==> config.mk <==
export PLATFORM = sky130hd
export DESIGN_NAME = tec_temperature_tolerance_monitor_top
export DESIGN_NICKNAME = d
export VERILOG_FILES = /design/src/rtl/tec_pkg.sv /design/src/rtl/tec_mul.sv /design/src/rtl/tec_chk.sv /design/src/rtl/tec_temperature_tolerance_monitor_top.sv
export SDC_FILE = /design/constraint.sdc
export NUM_CORES = 1
export LEC_CHECK = 0
export ABC_CLOCK_PERIOD_IN_PS = 8250
export BUFFER_PORTS_ARGS = -buffer_cell sky130_fd_sc_hd__buf_2
export CORE_AREA = 2 2 185 187
export DETAILED_ROUTE_END_ITERATION = 8
export DIE_AREA = 0 0 187 189
export MAX_ROUTING_LAYER = met4
export SKIP_CTS_REPAIR_TIMING = 1
export SLEW_MARGIN = 20
export SYNTH_ARGS = -nofsm -noshare
export SYNTH_HDL_FRONTEND = slang
export SYNTH_SLANG_ARGS = --single-unit
==> constraint.sdc <==
create_clock -name clk -period 8.25 [get_ports clk]
set_input_delay 1.2375 -clock clk [delete_from_list [all_inputs] [get_ports clk]]
set_output_delay 1.2375 -clock clk [all_outputs]
set_load 0.02 [all_outputs]
==> src/rtl/tec_pkg.sv <==
`timescale 1ns / 1ps
`default_nettype none
// Shared types, constants and helpers for the thermistor tolerance monitor.
// Used by tec_mul, tec_chk and the top level.

package tec_pkg;

  localparam int CHANNELS = 4;
  localparam int CH_W     = 2;
  localparam int ADC_BITS = 10;
  localparam int TEMP_W   = 16;
  localparam int TOL_W    = 15;
  localparam int OPER_W   = 16;
  localparam int ACC_W    = 36;
  localparam int GAIN_W   = 26;
  localparam int CNT_W    = 3;

  localparam int RAW_DIGITS  = (ADC_BITS + 1) / 2;
  localparam int COMP_DIGITS = TEMP_W / 2;
  localparam int RAW_SHIFT   = ADC_BITS + 8;
  localparam int COMP_SHIFT  = 16;

  localparam logic signed [GAIN_W-1:0] RAW_GAIN   = -26'sd8114598;
  localparam logic signed [GAIN_W-1:0] RAW_GAIN3  = -26'sd24343794;
  localparam logic signed [GAIN_W-1:0] COMP_GAIN  = 26'sd72111;
  localparam logic signed [GAIN_W-1:0] COMP_GAIN3 = 26'sd216333;

  localparam logic signed [ACC_W-1:0] RAW_BIAS  = 36'sd4247972864;
  localparam logic signed [ACC_W-1:0] COMP_BIAS = -36'sd91204864;

  localparam logic signed [TEMP_W-1:0] SET_RESET  = 16'sd6400;
  localparam logic [TOL_W-1:0]         TOL_RESET  = 15'd256;
  localparam logic signed [TEMP_W-1:0] DISC_RESET = -16'sd10240;

  typedef enum logic [2:0] {
    REG_SET_PUMP1    = 3'd0,
    REG_SET_PUMP2    = 3'd1,
    REG_SET_VANADATE = 3'd2,
    REG_SET_KTP      = 3'd3,
    REG_TOL_PUMP     = 3'd4,
    REG_TOL_VANADATE = 3'd5,
    REG_TOL_KTP      = 3'd6,
    REG_DISC_LIMIT   = 3'd7
  } reg_idx_t;

  typedef struct packed {
    logic load;
    logic step;
    logic first_signed;
  } mul_ctl_t;

  typedef struct packed {
    logic [CH_W-1:0]          channel;
    logic                     armed;
    logic signed [TEMP_W-1:0] raw;
    logic signed [TEMP_W-1:0] temp;
    logic signed [TEMP_W-1:0] set_temp;
    logic [TOL_W-1:0]         tol;
    logic signed [TEMP_W-1:0] disc_limit;
  } chk_in_t;

  function automatic logic signed [TEMP_W-1:0] sat16(input logic signed [ACC_W-1:0] v);
    logic signed [ACC_W-1:0] hi;
    logic signed [ACC_W-1:0] lo;
    hi = 36'sd32767;
    lo = -36'sd32768;
    if (v > hi) begin
      sat16 = 16'sh7fff;
    end else if (v < lo) begin
      sat16 = 16'sh8000;
    end else begin
      sat16 = v[TEMP_W-1:0];
    end
  endfunction

endpackage

`default_nettype wire

==> src/rtl/tec_mul.sv <==
`timescale 1ns / 1ps
`default_nettype none
// Digit-serial constant multiplier, two multiplier bits per cycle while ctl.step is set, MSB first.
// Depends on tec_pkg.

module tec_mul
  import tec_pkg::*;
(
  input  wire logic                     clk,
  input  wire mul_ctl_t                 ctl,
  input  wire logic [OPER_W-1:0]        oper,
  input  wire logic signed [GAIN_W-1:0] gain,
  input  wire logic signed [GAIN_W-1:0] gain3,
  output logic signed [ACC_W-1:0]       prod
);

  logic [OPER_W-1:0]       mreg;
  logic                    first;
  logic signed [ACC_W-1:0] acc;
  logic signed [ACC_W-1:0] g1;
  logic signed [ACC_W-1:0] g2;
  logic signed [ACC_W-1:0] g3;
  logic signed [ACC_W-1:0] pp;
  logic [1:0]              digit;

  assign digit = mreg[OPER_W-1 -: 2];
  assign g1    = ACC_W'(gain);
  assign g2    = g1 <<< 1;
  assign g3    = ACC_W'(gain3);
  assign prod  = acc;

  always_comb begin
    case ({first, digit})
      3'b001:  pp = g1;
      3'b010:  pp = g2;
      3'b011:  pp = g3;
      3'b101:  pp = g1;
      3'b110:  pp = -g2;
      3'b111:  pp = -g1;
      default: pp = '0;
    endcase
  end

  always_ff @(posedge clk) begin
    if (ctl.load) begin
      mreg  <= oper;
      first <= ctl.first_signed;
      acc   <= '0;
    end else if (ctl.step) begin
      mreg  <= mreg << 2;
      first <= 1'b0;
      acc   <= (acc <<< 2) + pp;
    end
  end

endmodule

`default_nettype wire

==> src/rtl/tec_chk.sv <==
`timescale 1ns / 1ps
`default_nettype none
// Per-channel tolerance check with hysteresis, detach handling and state flags.
// Depends on tec_pkg.

module tec_chk
  import tec_pkg::*;
(
  input  wire logic    clk,
  input  wire logic    rst,
  input  wire logic    update,
  input  wire chk_in_t req,
  output logic         ok,
  output logic         all
);

  logic [CHANNELS-1:0] ever_valid, ever_valid_next;
  logic [CHANNELS-1:0] out_of_band, out_of_band_next;
  logic [CHANNELS-1:0] latest_ok, latest_ok_next;

  logic signed [TEMP_W:0] diff;
  logic [TEMP_W-1:0]      err;
  logic [TEMP_W:0]        err2;
  logic                   inb;
  logic                   oob;
  logic                   in_range;

  assign diff = {req.set_temp[TEMP_W-1], req.set_temp}
              - {req.temp[TEMP_W-1], req.temp};
  assign err  = diff[TEMP_W] ? TEMP_W'(-diff) : diff[TEMP_W-1:0];
  assign err2 = {err, 1'b0};
  assign inb  = err < TEMP_W'(req.tol);
  assign in_range = int'(req.channel) < CHANNELS;

  always_comb begin
    ever_valid_next  = ever_valid;
    out_of_band_next = out_of_band;
    latest_ok_next   = latest_ok;
    ok               = 1'b0;
    oob              = out_of_band[req.channel];
    if (in_range) begin
      if (req.raw < req.disc_limit && !ever_valid[req.channel]) begin
        out_of_band_next[req.channel] = 1'b0;
        ok = 1'b1;
      end else begin
        if (req.armed) begin
          ever_valid_next[req.channel] = 1'b1;
        end
        if (oob && err2 < (TEMP_W+1)'(req.tol)) begin
          oob = 1'b0;
        end
        if (!inb) begin
          oob = 1'b1;
        end
        out_of_band_next[req.channel] = oob;
        ok = inb && !oob;
      end
      latest_ok_next[req.channel] = ok;
    end
    all = &latest_ok_next;
  end

  always_ff @(posedge clk) begin
    if (rst) begin
      ever_valid  <= '0;
      out_of_band <= '0;
      latest_ok   <= '0;
    end else if (update) begin
      ever_valid  <= ever_valid_next;
      out_of_band <= out_of_band_next;
      latest_ok   <= latest_ok_next;
    end
  end

endmodule

`default_nettype wire

==> src/rtl/tec_temperature_tolerance_monitor_top.sv <==
`timescale 1ns / 1ps
`default_nettype none
// Top level of the thermistor tolerance monitor: configuration registers,
// sequencer and output register. Depends on tec_pkg, tec_mul and tec_chk.

// Each accepted word passes through RAW_MUL, RAW_FIN, COMP_MUL, COMP_FIN and
// CHECK before its result is loaded into the output register, and the next word
// can be accepted in the cycle after that load, not while a word is in flight.
// The shared digit-serial multiplier retires two multiplier bits per cycle: five
// digits for the ADC code, eight for the raw temperature. A result waiting in
// the output register does not block the next word; only a new result waits in
// the check state for the register to free up.

module tec_temperature_tolerance_monitor_top
  import tec_pkg::*;
(
  input  wire logic                   clk,
  input  wire logic                   rst,
  input  wire logic                   in_valid,
  output logic                        in_stall,
  input  wire logic [CH_W-1:0]        channel,
  input  wire logic [ADC_BITS-1:0]    adc_code,
  input  wire logic                   uptime_armed,
  output logic                        out_valid,
  input  wire logic                   out_stall,
  output logic signed [TEMP_W-1:0]    temp_c,
  output logic                        channel_ok,
  output logic                        all_ok,
  input  wire logic                   cfg_valid,
  output logic                        cfg_ready,
  input  wire logic [2:0]             cfg_index,
  input  wire logic [TEMP_W-1:0]      cfg_data
);

  typedef enum logic [5:0] {
    ST_IDLE     = 6'b000001,
    ST_RAW_MUL  = 6'b000010,
    ST_RAW_FIN  = 6'b000100,
    ST_COMP_MUL = 6'b001000,
    ST_COMP_FIN = 6'b010000,
    ST_CHECK    = 6'b100000
  } state_t;

  state_t state, state_next;

  logic signed [TEMP_W-1:0] set_temp [CHANNELS];
  logic [TOL_W-1:0]         tol_pump, tol_vanadate, tol_ktp;
  logic signed [TEMP_W-1:0] disc_limit;

  logic [CH_W-1:0]          ch_r;
  logic                     armed_r;
  logic signed [TEMP_W-1:0] raw_r;
  logic signed [TEMP_W-1:0] temp_r;
  logic [CNT_W-1:0]         cnt, cnt_next;

  mul_ctl_t                 mctl;
  logic [OPER_W-1:0]        moper;
  logic signed [GAIN_W-1:0] mgain, mgain3;
  logic signed [ACC_W-1:0]  prod;
  logic signed [ACC_W-1:0]  raw_sum, comp_sum;
  logic signed [TEMP_W-1:0] raw_val, temp_val;

  chk_in_t                  creq;
  logic                     c_ok, c_all;
  logic                     accept, out_free, out_load;
  logic [TOL_W-1:0]         tol_sel;

  assign accept    = in_valid && !in_stall;
  assign in_stall  = state != ST_IDLE;
  assign cfg_ready = 1'b1;
  assign out_free  = !out_valid || !out_stall;
  assign out_load  = state == ST_CHECK && out_free;

  always_ff @(posedge clk) begin
    if (rst) begin
      for (int i = 0; i < CHANNELS; i++) begin
        set_temp[i] <= SET_RESET;
      end
      tol_pump     <= TOL_RESET;
      tol_vanadate <= TOL_RESET;
      tol_ktp      <= TOL_RESET;
      disc_limit   <= DISC_RESET;
    end else if (cfg_valid && cfg_ready) begin
      unique case (reg_idx_t'(cfg_index))
        REG_SET_PUMP1:    set_temp[0]  <= cfg_data;
        REG_SET_PUMP2:    set_temp[1]  <= cfg_data;
        REG_SET_VANADATE: set_temp[2]  <= cfg_data;
        REG_SET_KTP:      set_temp[3]  <= cfg_data;
        REG_TOL_PUMP:     tol_pump     <= cfg_data[TOL_W-1:0];
        REG_TOL_VANADATE: tol_vanadate <= cfg_data[TOL_W-1:0];
        REG_TOL_KTP:      tol_ktp      <= cfg_data[TOL_W-1:0];
        REG_DISC_LIMIT:   disc_limit   <= cfg_data;
        default:          disc_limit   <= disc_limit;
      endcase
    end
  end

  assign raw_sum  = prod + RAW_BIAS;
  assign comp_sum = prod + COMP_BIAS;
  assign raw_val  = sat16(raw_sum >>> RAW_SHIFT);
  assign temp_val = sat16(comp_sum >>> COMP_SHIFT);

  always_comb begin
    mctl       = '0;
    moper      = OPER_W'(adc_code) << (OPER_W - 2 * RAW_DIGITS);
    state_next = state;
    cnt_next   = cnt;
    unique case (state)
      ST_IDLE: begin
        if (accept) begin
          mctl.load  = 1'b1;
          cnt_next   = '0;
          state_next = ST_RAW_MUL;
        end
      end
      ST_RAW_MUL: begin
        mctl.step = 1'b1;
        cnt_next  = cnt + 1'b1;
        if (cnt == CNT_W'(RAW_DIGITS - 1)) begin
          state_next = ST_RAW_FIN;
        end
      end
      ST_RAW_FIN: begin
        mctl.load         = 1'b1;
        mctl.first_signed = 1'b1;
        moper             = raw_val;
        cnt_next          = '0;
        state_next        = ST_COMP_MUL;
      end
      ST_COMP_MUL: begin
        mctl.step = 1'b1;
        cnt_next  = cnt + 1'b1;
        if (cnt == CNT_W'(COMP_DIGITS - 1)) begin
          state_next = ST_COMP_FIN;
        end
      end
      ST_COMP_FIN: begin
        state_next = ST_CHECK;
      end
      ST_CHECK: begin
        if (out_free) begin
          state_next = ST_IDLE;
        end
      end
      default: begin
        state_next = ST_IDLE;
      end
    endcase
  end

  assign mgain  = (state == ST_RAW_MUL) ? RAW_GAIN : COMP_GAIN;
  assign mgain3 = (state == ST_RAW_MUL) ? RAW_GAIN3 : COMP_GAIN3;

  tec_mul u_mul (
    .clk   (clk),
    .ctl   (mctl),
    .oper  (moper),
    .gain  (mgain),
    .gain3 (mgain3),
    .prod  (prod)
  );

  always_ff @(posedge clk) begin
    if (rst) begin
      state <= ST_IDLE;
      cnt   <= '0;
    end else begin
      state <= state_next;
      cnt   <= cnt_next;
    end
  end

  always_ff @(posedge clk) begin
    if (accept) begin
      ch_r    <= channel;
      armed_r <= uptime_armed;
    end
    if (state == ST_RAW_FIN) begin
      raw_r <= raw_val;
    end
    if (state == ST_COMP_FIN) begin
      temp_r <= temp_val;
    end
  end

  always_comb begin
    if (ch_r < CH_W'(2)) begin
      tol_sel = tol_pump;
    end else if (ch_r == CH_W'(2)) begin
      tol_sel = tol_vanadate;
    end else begin
      tol_sel = tol_ktp;
    end
  end

  always_comb begin
    creq.channel    = ch_r;
    creq.armed      = armed_r;
    creq.raw        = raw_r;
    creq.temp       = temp_r;
    creq.set_temp   = set_temp[ch_r];
    creq.tol        = tol_sel;
    creq.disc_limit = disc_limit;
  end

  tec_chk u_chk (
    .clk    (clk),
    .rst    (rst),
    .update (out_load),
    .req    (creq),
    .ok     (c_ok),
    .all    (c_all)
  );

  always_ff @(posedge clk) begin
    if (rst) begin
      out_valid <= 1'b0;
    end else if (out_load) begin
      out_valid <= 1'b1;
    end else if (out_valid && !out_stall) begin
      out_valid <= 1'b0;
    end
  end

  always_ff @(posedge clk) begin
    if (out_load) begin
      temp_c     <= temp_r;
      channel_ok <= c_ok;
      all_ok     <= c_all;
    end
  end

  a_accept_starts: assert property (@(posedge clk) disable iff (rst)
    accept |=> state == ST_RAW_MUL)
    else $error("accepted word did not start the code multiply");

  a_all_implies_ok: assert property (@(posedge clk) disable iff (rst)
    out_valid && all_ok |-> channel_ok)
    else $error("all_ok set while this channel is out of tolerance");

  a_raw_digits: assert property (@(posedge clk) disable iff (rst)
    state == ST_RAW_MUL |-> cnt < CNT_W'(RAW_DIGITS))
    else $error("digit counter overran the code multiply");

  a_load_free: assert property (@(posedge clk) disable iff (rst)
    out_load |-> !(out_valid && out_stall))
    else $error("result loaded over a word still waiting at the output");

endmodule

`default_nettype wire
# [Word level (Yosys, flattened, before mapping)]
# Memories as Yosys holds them, arrays and structs flattened. A register that Yosys moved wholly into a read port is not among the register bits.
# Cells that the tools add are included.
[op_classes] addsub=8 n_lt_le_gt_ge=10 n_eq_ne=27 n_mux=63 n_bitwise=8 n_reduce_logical=27
[op_table] cell="$pmux W36 S5" n=1
[op_table] cell="$mux W16" n=11
[op_table] cell="$mux W26" n=2
[op_table] cell="$add A36 B28 Y36 const B" n=1
[op_table] cell="$add A36 B33 Y36 const B" n=1
[op_table] cell="$add A36 B36 Y36" n=1
[op_table] cell="$neg A26 Y36" n=1
[op_table] cell="$neg A27 Y36" n=1
[op_table] cell="$pmux W6 S6" n=1
[op_table] cell="$mux W1" n=32
[op_table] cell="$mux W15" n=2
[op_table] cell="$eq A3 B3 Y1 const B" n=9
[op_table] cell="$mux W6" n=4
[op_table] cell="$gt A20 B16 Y1 const B" n=1
[op_table] cell="$lt A20 B16 Y1 const B" n=1
[op_table] cell="$gt A18 B16 Y1 const B" n=1
[op_table] cell="$lt A18 B16 Y1 const B" n=1
[op_table] cell="$lt A17 B15 Y1" n=1
[op_table] cell="$sub A16 B16 Y17" n=1
[op_table] cell="$lt A16 B15 Y1" n=1
[op_table] cell="$lt A16 B16 Y1" n=1
[op_table] cell="$neg A16 Y16" n=1
[op_table] cell="$eq A3 B2 Y1 const B" n=4
[op_table] cell="$reduce_and A2 Y1" n=5
[op_table] cell="other kinds (36)" n=58
[totals] regBits=189 ram_bits=64 in_bits=37 out_inout_bits=21 word_cells=164 n_memories=1
[mem_list] name="set_temp" words=4 word_bits=16 rd=1 rd_clocked_by_memory_dff=1 wr=4 line_no="tec_temperature_tolerance_monitor_top.sv:46" rtl="logic signed [TEMP_W-1:0] set_temp [CHANNELS];"

# [Logic depth before layout (Yosys ltp)]
# Gate-level depths: netlist of the first run.
[depth] word_depth=13 ltp_mapped=24

# [Modules after synthesis]
# A second synthesis of the first run with hierarchy kept.
[hier_totals] hier_cells=1880 hier_area_um2=16806.1
[modules_own_cells] module="tec_temperature_tolerance_monitor_top" n_inst=1 cells_each=816 area_each_um2=8617.0 seq_area_each_um2=4974.8
[modules_own_cells] module="tec_mul" n_inst=1 cells_each=660 area_each_um2=5087.4 seq_area_each_um2=1231.2
[modules_own_cells] module="tec_chk" n_inst=1 cells_each=404 area_each_um2=3101.7 seq_area_each_um2=240.2

# [Least setup slack after synthesis of the first run]
# OpenSTA, ideal clock, no wires.
[synth_timing] path_type="register to register" from="reg with a tool-made name" to="reg all_ok (data pin)" t_arrival_ps=5609 path_slack_ps=2494 stages_incl_launch_ff=21 synth_period_minus_slack_ps=5756 cell_sequence="dfxtp_1 -> clkbuf_1 -> buf_1 -> mux4_2 -> ha_1 -> inv_1 -> and3_1 -> a211o_1 -> a311oi_1 -> o211ai_1 -> o21ai_0 -> xnor2_1 -> ha_1 -> a31o_2 -> a21o_1 -> or3_1 -> a2111oi_0 -> a211oi_1 -> o21ai_1 -> o2111ai_2 -> a21oi_1"
[synth_lines] element="end signal: assignment" line_no="tec_temperature_tolerance_monitor_top.sv:229" rtl="all_ok <= c_all;"
[synth_lines] element="end: declaration" line_no="tec_temperature_tolerance_monitor_top.sv:28" rtl="output logic all_ok,"

==> reports/metrics.sh, run 1 <==
COUNT_OF_VIAS_PLACED_BY_THE_DETAILED_ROUTER=11723
VIAS_PER_CELL=5.60
DP.FINAL_HPWL_UM=28200
TIMING.HOLD.WS_NS=0.430
PERIOD_SHARE_PCT=79.0
DIE_AREA_MM2=0.0353
DIE_WIDTH_UM=187
CLK_LATENCY_NS=0.56
HOLD_PATH.CLASS='flop to flop'
UNREPAIRED_SETUP_ENDPOINTS_AFTER_GLOBAL_ROUTING='false'
YS_TYPES=76
FINAL-MAX-SLEW-VIOLATION-COUNT=0
WORST_IR_DROP_VDD_mV=0.153
CLOCK-ROOT-BUFFER='clkbuf_16'
SETUP_TNS_NS=0
GP_ROUTABILITY_CONGESTION=0.928
SYNTH.YOSYS.SEQ_AREA_SHARE_PCT=43.4
CORE_REGION_AREA_MM2=0.0333
ANTENNA_VIOLATING_NETS_POST_ROUTE=0
DETAIL_ROUTE.DRC_VIOLATIONS=0
CP.REQUIRED_NS=8.66
LAYOUT_CELL_SHARE_WITH_DRIVE_STRENGTH_BEYOND_1_PCT=9.30
START_POINT_OF_THE_WORST_HOLD_PATH='temp_r[13]'
CRITICAL_PATH_ARRIVAL_NS=6.92
TIMING.CLOCK.SKEW_NS=0.0246
FLOORPLAN.ROWS=67
POST_SYNTH.CELL_AREA_AVG_UM2=9.34
FIRST_GLOBAL_VIAS=11140
DESIGN.FINAL.NETS=1756
WORST_SETUP_PATH_END_KIND='flop'
INTPOWER_W=0.00260
ROUTER_ITERATIONS_BEFORE_ANTENNA_REPAIR=5
CLKTRANSATPATHREGS_NS=0.07
SLEW-LIMIT-HEADROOM_PCT=29.4
H-TREE-DEPTH=1
CRIT_PATH_MAX_FANOUT=12
ROUTE.FINAL.WIRE_LENGTH_UM=38600
CP_SLOWEST_STAGE_DELAY_NS=0.89
DRT_ITER0_DRC=625
P_SW_SHARE_PCT=32.6
CTS_MADE_BUFFERS=29
WORSTMARGINPINSLEW_NS=1.05
SHARE_CLK_OF_TOTAL_POWER_PCT=32.8
AREA.GROWTH.SYNTH_TO_FINAL_PCT=10.9
CTS_BUFFER_DEPTH=3
DIODES=0
FINALHOLDVIOLATIONS=0
STATIC-LEAKAGE-POWER_nW=6.59
DETAILED_PLACE.AREA_MM2=0.0155
POWER_DENSITY_OF_THE_PLACED_CELLS_mW_PER_MM2=234
MIN_TO='temp_c[13]'
TIMING.FMAX_MHz=153
YOSYS_WARNINGS=0
POWER.NET_SWITCHING_W=0.00126
CHIPHEIGHT_UM=189
FLIP_FLOP_AND_LATCH_COUNT_AFTER_SYNTHESIS=255
TRITONCTS='yes'
POST_SYNTH_NET_TOTAL=1723
CRITICAL_PATH_SOURCE_TYPE='flop'
IOPINCOUNT=58
SYNTHESIS.INSTANCES=1590
WORSTREG2REGEND='all_ok'
YS_ASYNC_SR_FRACTION_PCT=0
WHS_PATH_DEPTH=0
AVGROUTEDWIREPERCELL_UM=18.4
WORSTPATHCELLLIST='buf_4, mux4_2, inv_1, ha_1, inv_1, fa_1, a21o_1, a221oi_4, a2111oi_0, nor3_1, o211ai_1, o21ai_0, xnor2_1, ha_1, a31o_2, a21o_1, or3_1, a2111oi_0, a211oi_1, o21ai_1, o2111ai_2, a21oi_1'
POWER.SEQUENTIAL.FRACTION_PCT=38.4
SYNTHFLOPTYPE='edfxtp_1'
SLOWEST_STAGE='dfxtp_1'
GRT-OVFL-TOTAL=0
NUMPORTBUFFERS=56
CTS.SINKS=255
FINALSETUPVIOLATIONS=0
FIRST_PASS_GRT_WIRE_LENGTH_UM=61100
GRT_ANTENNA_BEFORE_REPAIR=0
SHARE_COMB_OF_TOTAL_POWER_PCT=28.9
FILLER_CELLS_INSERTED=3132
CRITICAL_PATH_CLASS='flop to flop'
NETLIST_AREA_MM2=0.0148
REG2REG_SETUP_SLACK_NS=1.73
FINISH.INSTANCE_AREA_MM2=0.0165
GRT_USAGE_PCT=22.2
INITIAL_CORE_UTIL_PCT=44.6
COUNT_OF_FLIP_FLOPS_WITH_A_BUILT_IN_ENABLE_AFTER_SYNTHESIS=134
OUTCOME='completed'
FIN_CRIT_NS=6.52
TIMING.REG2REG.WORST_PATH_DEPTH=22
MAXIMUM_NUMBER_OF_PINS_ON_ONE_NET_BEFORE_GLOBAL_ROUTE_REPAIR=72
DRV_CAP=0
## critical path: cells and delay by family, from the launching register on
kind                       cells  cell delay (ns)
adders and majority gates      3             0.84
DFF                            1             0.89
muxes                          1             0.51
AOI/OAI and AO/OA             12             2.77
buffers and inverters          3             0.42
xor gates and xnor gates       1             0.19
and+or+nand+nor                2             0.74
## synthesized netlist by cell type (14+ instances only)
master / instances / share of area [%]
nand2b_1: 19 / 0.80
dfxtp_1: 121 / 16
ha_1: 94 / 7.9
o21ai_0: 109 / 3.7
xnor2_1: 41 / 2.4
nor2_1: 92 / 2.3
a31oi_1: 19 / 0.80
o211ai_1: 14 / 0.71
mux2i_1: 15 / 1.0
edfxtp_1: 134 / 27
or3_1: 22 / 0.93
xor2_1: 35 / 2.1
and2_1: 63 / 2.7
a211oi_1: 14 / 0.71
a21oi_1: 129 / 4.3
a21o_1: 42 / 2.1
inv_1: 67 / 1.7
nand3_1: 31 / 1.0
clkbuf_1: 59 / 1.5
nand2_1: 240 / 6.1
nor3_1: 25 / 0.84
mux4_2: 18 / 2.7
## flip-flops by register name, indices dropped and copies added, names as in the netlist, 2 cells and up, named ones only
name               cells
raw_r                 16
u_chk.ever_valid       4
cnt                    3
state                  6
u_mul.mreg            16
ch_r                   2
u_chk.latest_ok        4
u_chk.out_of_band      4
set_temp              64
u_mul.prod            36
tol_pump              15
temp_c                16
temp_r                16
tol_ktp               15
tol_vanadate          15
disc_limit            16
## power groups by stage
stage               clock network (W)  logic [W]  registers [W]
floorplan                           0   0.000863        0.00147
global placement                    0    0.00108        0.00150
detailed placement                  0    0.00110        0.00151
CTS                           0.00129    0.00111        0.00148
global route                  0.00134    0.00125        0.00149
finish                        0.00126    0.00111        0.00148
## per-stage QoR
| stage | total power, W | worst slack [ns] | std cells | utilization, % |
|---|---|---|---|---|
| 2_1_floorplan | 0.00233 | 2.49 | 1590 | - |
| 3_3_place_gp | 0.00259 | 1.88 | 2040 | 46.7 |
| 3_5_place_dp | 0.00261 | 1.66 | 2040 | 46.7 |
| 4_1_cts | 0.00388 | 1.62 | 2094 | 49.5 |
| 5_1_grt | 0.00408 | 1.14 | 2094 | 49.5 |
| 6_report | 0.00386 | 1.73 | 2094 | 49.5 |
## cell type report
| type | count | area [um^2] | area share, % |
|---|---|---|---|
| clock buffer | 31 | 733 | 4.45 |
| clock inverter | 23 | 190 | 1.15 |
| inverter | 68 | 255 | 1.55 |
| multi-input combinational | 1196 | 7880 | 47.8 |
| sequential | 255 | 6450 | 39.1 |
| tap | 448 | 561 | 3.40 |
| timing repair buffer | 73 | 408 | 2.48 |
## routing by layer
layer / GRT usage, % / part of all wire, % / vias to the layer above
li1: - / - / 5812
met1: 28.0 / 45 / 5623
met2: 37.8 / 48 / 234
met3: 2.56 / 3.9 / 54
met4: 6.75 / 3.1 / 0
met5: - / 0 / -
## worst max path at each step
stage	endpoint	cells after the start
2_1_floorplan	all_ok	20
3_3_place_gp	all_ok	24
3_5_place_dp	all_ok	22
4_1_cts	all_ok	22
5_1_grt	all_ok	22
6_report	all_ok	22
## kinds of logic (layout without fill, tap and decap cells)
family | after synthesis | in the layout | synth area share, %
XOR/XNOR | 76 | 76 | 4.48
multiplexers | 35 | 35 | 3.91
other | 1 | 1 | 0.0253
flip-flops | 255 | 255 | 43.4
AND/OR/NAND/NOR | 552 | 552 | 17.5
AO/OA/AOI/OAI | 436 | 436 | 18.9
adder cells (fa/ha/maj) | 96 | 96 | 8.19
buffers and inverters | 139 | 195 | 3.60
## layout by cell type, fill, tap and decap left out, types with 11 or more instances in the layout
cell type,instances
a211o_1,12
a211oi_1,14
a21o_1,42
a21oi_1,128
a31oi_1,19
and2_1,63
and3_1,12
buf_2,56
buf_4,17
clkbuf_16,29
clkinv_1,12
dfxtp_1,121
edfxtp_1,134
ha_1,94
inv_1,67
mux2i_1,15
mux4_2,18
nand2_1,240
nand2b_1,19
nand3_1,31
nand3b_1,11
nor2_1,92
nor2b_1,12
nor3_1,24
o211ai_1,14
o21a_1,12
o21ai_0,109
or3_1,22
xnor2_1,41
xor2_1,35
(Power assumes the default switching activity.)
==> run 2, diff against run 1 <==
--- a/config.mk
+++ b/config.mk
@@ -5,7 +5,7 @@
 export SDC_FILE = /design/constraint.sdc
 export NUM_CORES = 1
 export LEC_CHECK = 0
-export ABC_CLOCK_PERIOD_IN_PS = 8250
+export ABC_CLOCK_PERIOD_IN_PS = 6200
 export BUFFER_PORTS_ARGS = -buffer_cell sky130_fd_sc_hd__buf_2
 export CORE_AREA = 2 2 185 187
 export DETAILED_ROUTE_END_ITERATION = 8
==> constraint.sdc (replaced) <==
create_clock -name clk -period 6.2 [get_ports clk]
set_input_delay 0.93 -clock clk [delete_from_list [all_inputs] [get_ports clk]]
set_output_delay 0.93 -clock clk [all_outputs]
set_load 0.02 [all_outputs]
==> run 2 against run 1 <==
Effect of this change:
- combinational power up 36%
- final cell count up 0.14%
- critical endpoint unchanged
- non-clock buffer count up 3
- highest routed layer unchanged
==> reports/metrics.sh, run 2 (synthesized netlist as in run 1, its figures left out) <==
WORST_IR_DROP_VDD_mV=0.208  # +36%
NUMPORTBUFFERS=56  # unchanged
CRIT_PATH_MAX_FANOUT=7  # -5
GP_ROUTABILITY_CONGESTION=0.908  # -2.1%
CTS.SINKS=255  # unchanged
REG2REG_SETUP_SLACK_NS=0.48  # -1.25 ns
ANTENNA_VIOLATING_NETS_POST_ROUTE=0  # unchanged
REGISTERS.TOP_BY_FF_COUNT='set_temp'
SHARE_COMB_OF_TOTAL_POWER_PCT=29.0  # about the same
CLOCK-ROOT-BUFFER='clkbuf_16'
INTPOWER_W=0.00356  # +37%
TRITONCTS='yes'
P_SW_SHARE_PCT=32.0  # -0.59 points
DETAIL_ROUTE.DRC_VIOLATIONS=0  # unchanged
WORST_SETUP_PATH_END_KIND='flop'
OUTCOME='completed'
MIN_TO='tol_vanadate[9]'
IOPINCOUNT=58  # unchanged
LAYOUT.CELLS.MOST_COMMON='nand2_1'
DP.FINAL_HPWL_UM=28500  # +1.1%
PLACEMENT.SETUP.WORST_SLACK_NS=0.506  # -1.15 ns
TIMING.CLOCK.SKEW_NS=0.0269  # +0.00227 ns
DIE_AREA_MM2=0.0353  # unchanged
HOLD_PATH.CLASS='flop to flop'
DRT_ITER0_DRC=776  # +24%
FINALHOLDVIOLATIONS=0  # unchanged
FLOORPLAN.ROWS=67  # unchanged
ROUTE.FINAL.WIRE_LENGTH_UM=38800  # +0.39%
MAXIMUM_NUMBER_OF_PINS_ON_ONE_NET_BEFORE_GLOBAL_ROUTE_REPAIR=87  # +21%
WHS_PATH_DEPTH=2  # +2
COUNT_OF_VIAS_PLACED_BY_THE_DETAILED_ROUTER=11688  # -0.30%
WORST_SLACK_NS=0.481  # -1.25 ns
CRITICAL_PATH_CLASS='flop to flop'
GRT_ANTENNA_BEFORE_REPAIR=0  # unchanged
DRV_CAP=0  # unchanged
FINALSETUPVIOLATIONS=0  # unchanged
WORSTPATHCELLLIST='buf_4, mux4_2, ha_1, and3_1, a221oi_4, a211oi_2, o211ai_1, a22oi_1, a21oi_1, xnor2_1, ha_1, a21o_1, a21o_1, a21o_1, a211o_1, a221oi_1, nand2b_1, nand2_1, a21oi_1, o2111ai_2, a21oi_1'
START_POINT_OF_THE_WORST_HOLD_PATH='tol_vanadate[9]'
CP.REQUIRED_NS=6.61  # -2.05 ns
LAYOUT_CELL_SHARE_WITH_DRIVE_STRENGTH_BEYOND_1_PCT=10.2  # +0.89 points
PERIOD_SHARE_PCT=92.2  # +13 points
CP_SLOWEST_STAGE_DELAY_NS=0.53  # -0.36 ns
GRT-OVFL-TOTAL=0  # unchanged
LARGEST_REG_FLOPS=64  # unchanged
TIMING.FMAX_MHz=175  # +14%
WORSTMARGINPINSLEW_NS=0.990  # -0.0629 ns
CRITICAL_PATH_SOURCE_TYPE='flop'
POWER_DENSITY_OF_THE_PLACED_CELLS_mW_PER_MM2=316  # +35%
ROUTER_ITERATIONS_BEFORE_ANTENNA_REPAIR=5  # unchanged
CORE_REGION_AREA_MM2=0.0333  # unchanged
GRT_USAGE_PCT=22.5  # +0.23 points
CRITICAL_PATH_ARRIVAL_NS=6.13  # -0.79 ns
MOSTFREQUENTLAYOUTCELLS='nand2_1 (240), edfxtp_1 (134), a21oi_1 (128), dfxtp_1 (121), o21ai_0 (109)'
FINAL-MAX-SLEW-VIOLATION-COUNT=0  # unchanged
STATIC-LEAKAGE-POWER_nW=6.65  # +0.87%
UNREPAIRED_SETUP_ENDPOINTS_AFTER_GLOBAL_ROUTING='false'
AREA.GROWTH.SYNTH_TO_FINAL_PCT=11.6
CTS_BUFFER_DEPTH=3  # unchanged
SETUP_TNS_NS=0  # unchanged
H-TREE-DEPTH=1  # unchanged
CTS_MADE_BUFFERS=29  # unchanged
CLKTRANSATPATHREGS_NS=0.06  # about the same
POWER.SEQUENTIAL.FRACTION_PCT=37.5  # -0.9 points
FIRST_PASS_GRT_WIRE_LENGTH_UM=61800  # +1.0%
INITIAL_CORE_UTIL_PCT=44.6  # unchanged
TIMING.REG2REG.WORST_PATH_DEPTH=21  # -4.5%
DIE_WIDTH_UM=187  # unchanged
VIAS_PER_CELL=5.57  # -0.44%
CHIPHEIGHT_UM=189  # unchanged
SLOWEST_STAGE='mux4_2'
AVGROUTEDWIREPERCELL_UM=18.5  # +0.24%
FIRST_GLOBAL_VIAS=11265  # +1.1%
DIODES=0  # unchanged
DESIGN.FINAL.NETS=1759  # +0.17%
POWER.NET_SWITCHING_W=0.00167  # +33%
SHARE_CLK_OF_TOTAL_POWER_PCT=33.6  # +0.8 points
FIN_CRIT_NS=5.72  # -0.796 ns
WORSTREG2REGEND='all_ok'
CLK_LATENCY_NS=0.57  # about the same
SLEW-LIMIT-HEADROOM_PCT=33.9  # +4.5 points
-- run 2: worst max-delay path, delay by kind of cell (launching register included) --
kind / cells / cell delay [ns]
buffers and inverters: 1 / 0.21
xor gates and xnor gates: 1 / 0.27
adders and majority gates: 2 / 0.77
AOI/OAI and AO/OA: 13 / 2.93
DFF: 1 / 0.37
muxes: 1 / 0.53
and+or+nand+nor: 3 / 0.47
-- run 2: how the worst max path moves through the flow --
stage,from,to,slack (ns)
floorplan,flop,all_ok,0.44
global placement,flop,all_ok,0.56
detailed placement,flop,all_ok,0.51
CTS,flop,all_ok,0.47
global route,flop,all_ok,0.01
finish,flop,all_ok,0.48
-- run 2: stage by stage --
step                      utilization (%)  hold slack [ns]  power, W  std cells  instance area, um^2
final                                49.8            0.453   0.00523       2097                16600
after global routing                 49.8            0.467   0.00554       2097                16600
after CTS                            49.7            0.452   0.00526       2096                16600
after detailed placement             46.8            0.444   0.00349       2042                15600
after global placement               46.8            0.438   0.00347       2042                15600
after floorplan                         -            0.426   0.00310       1590                14800
-- run 2: area by class of cell --
cell class / instances / area (um^2)
fill: 3148 / 16700
multi-input combinational: 1196 / 7900
sequential: 255 / 6450
clock buffer: 42 / 873
tap: 448 / 561
timing repair buffer: 76 / 430
inverter: 68 / 255
clock inverter: 12 / 113
-- run 2: power by group through the flow --
stage / clock network (W) / registers (W) / logic (W)
after floorplan: 0 / 0.00195 / 0.00115
after global placement: 0 / 0.00200 / 0.00147
after detailed placement: 0 / 0.00200 / 0.00149
after CTS: 0.00179 / 0.00196 / 0.00150
after global routing: 0.00186 / 0.00197 / 0.00171
final: 0.00176 / 0.00196 / 0.00151
-- run 2: layer usage --
layer | global-route usage, % | routed length, um
met1 | 28.4 | 17300
met2 | 37.9 | 18600
met3 | 2.30 | 1450
met4 | 7.48 | 1310
met5 | - | 0
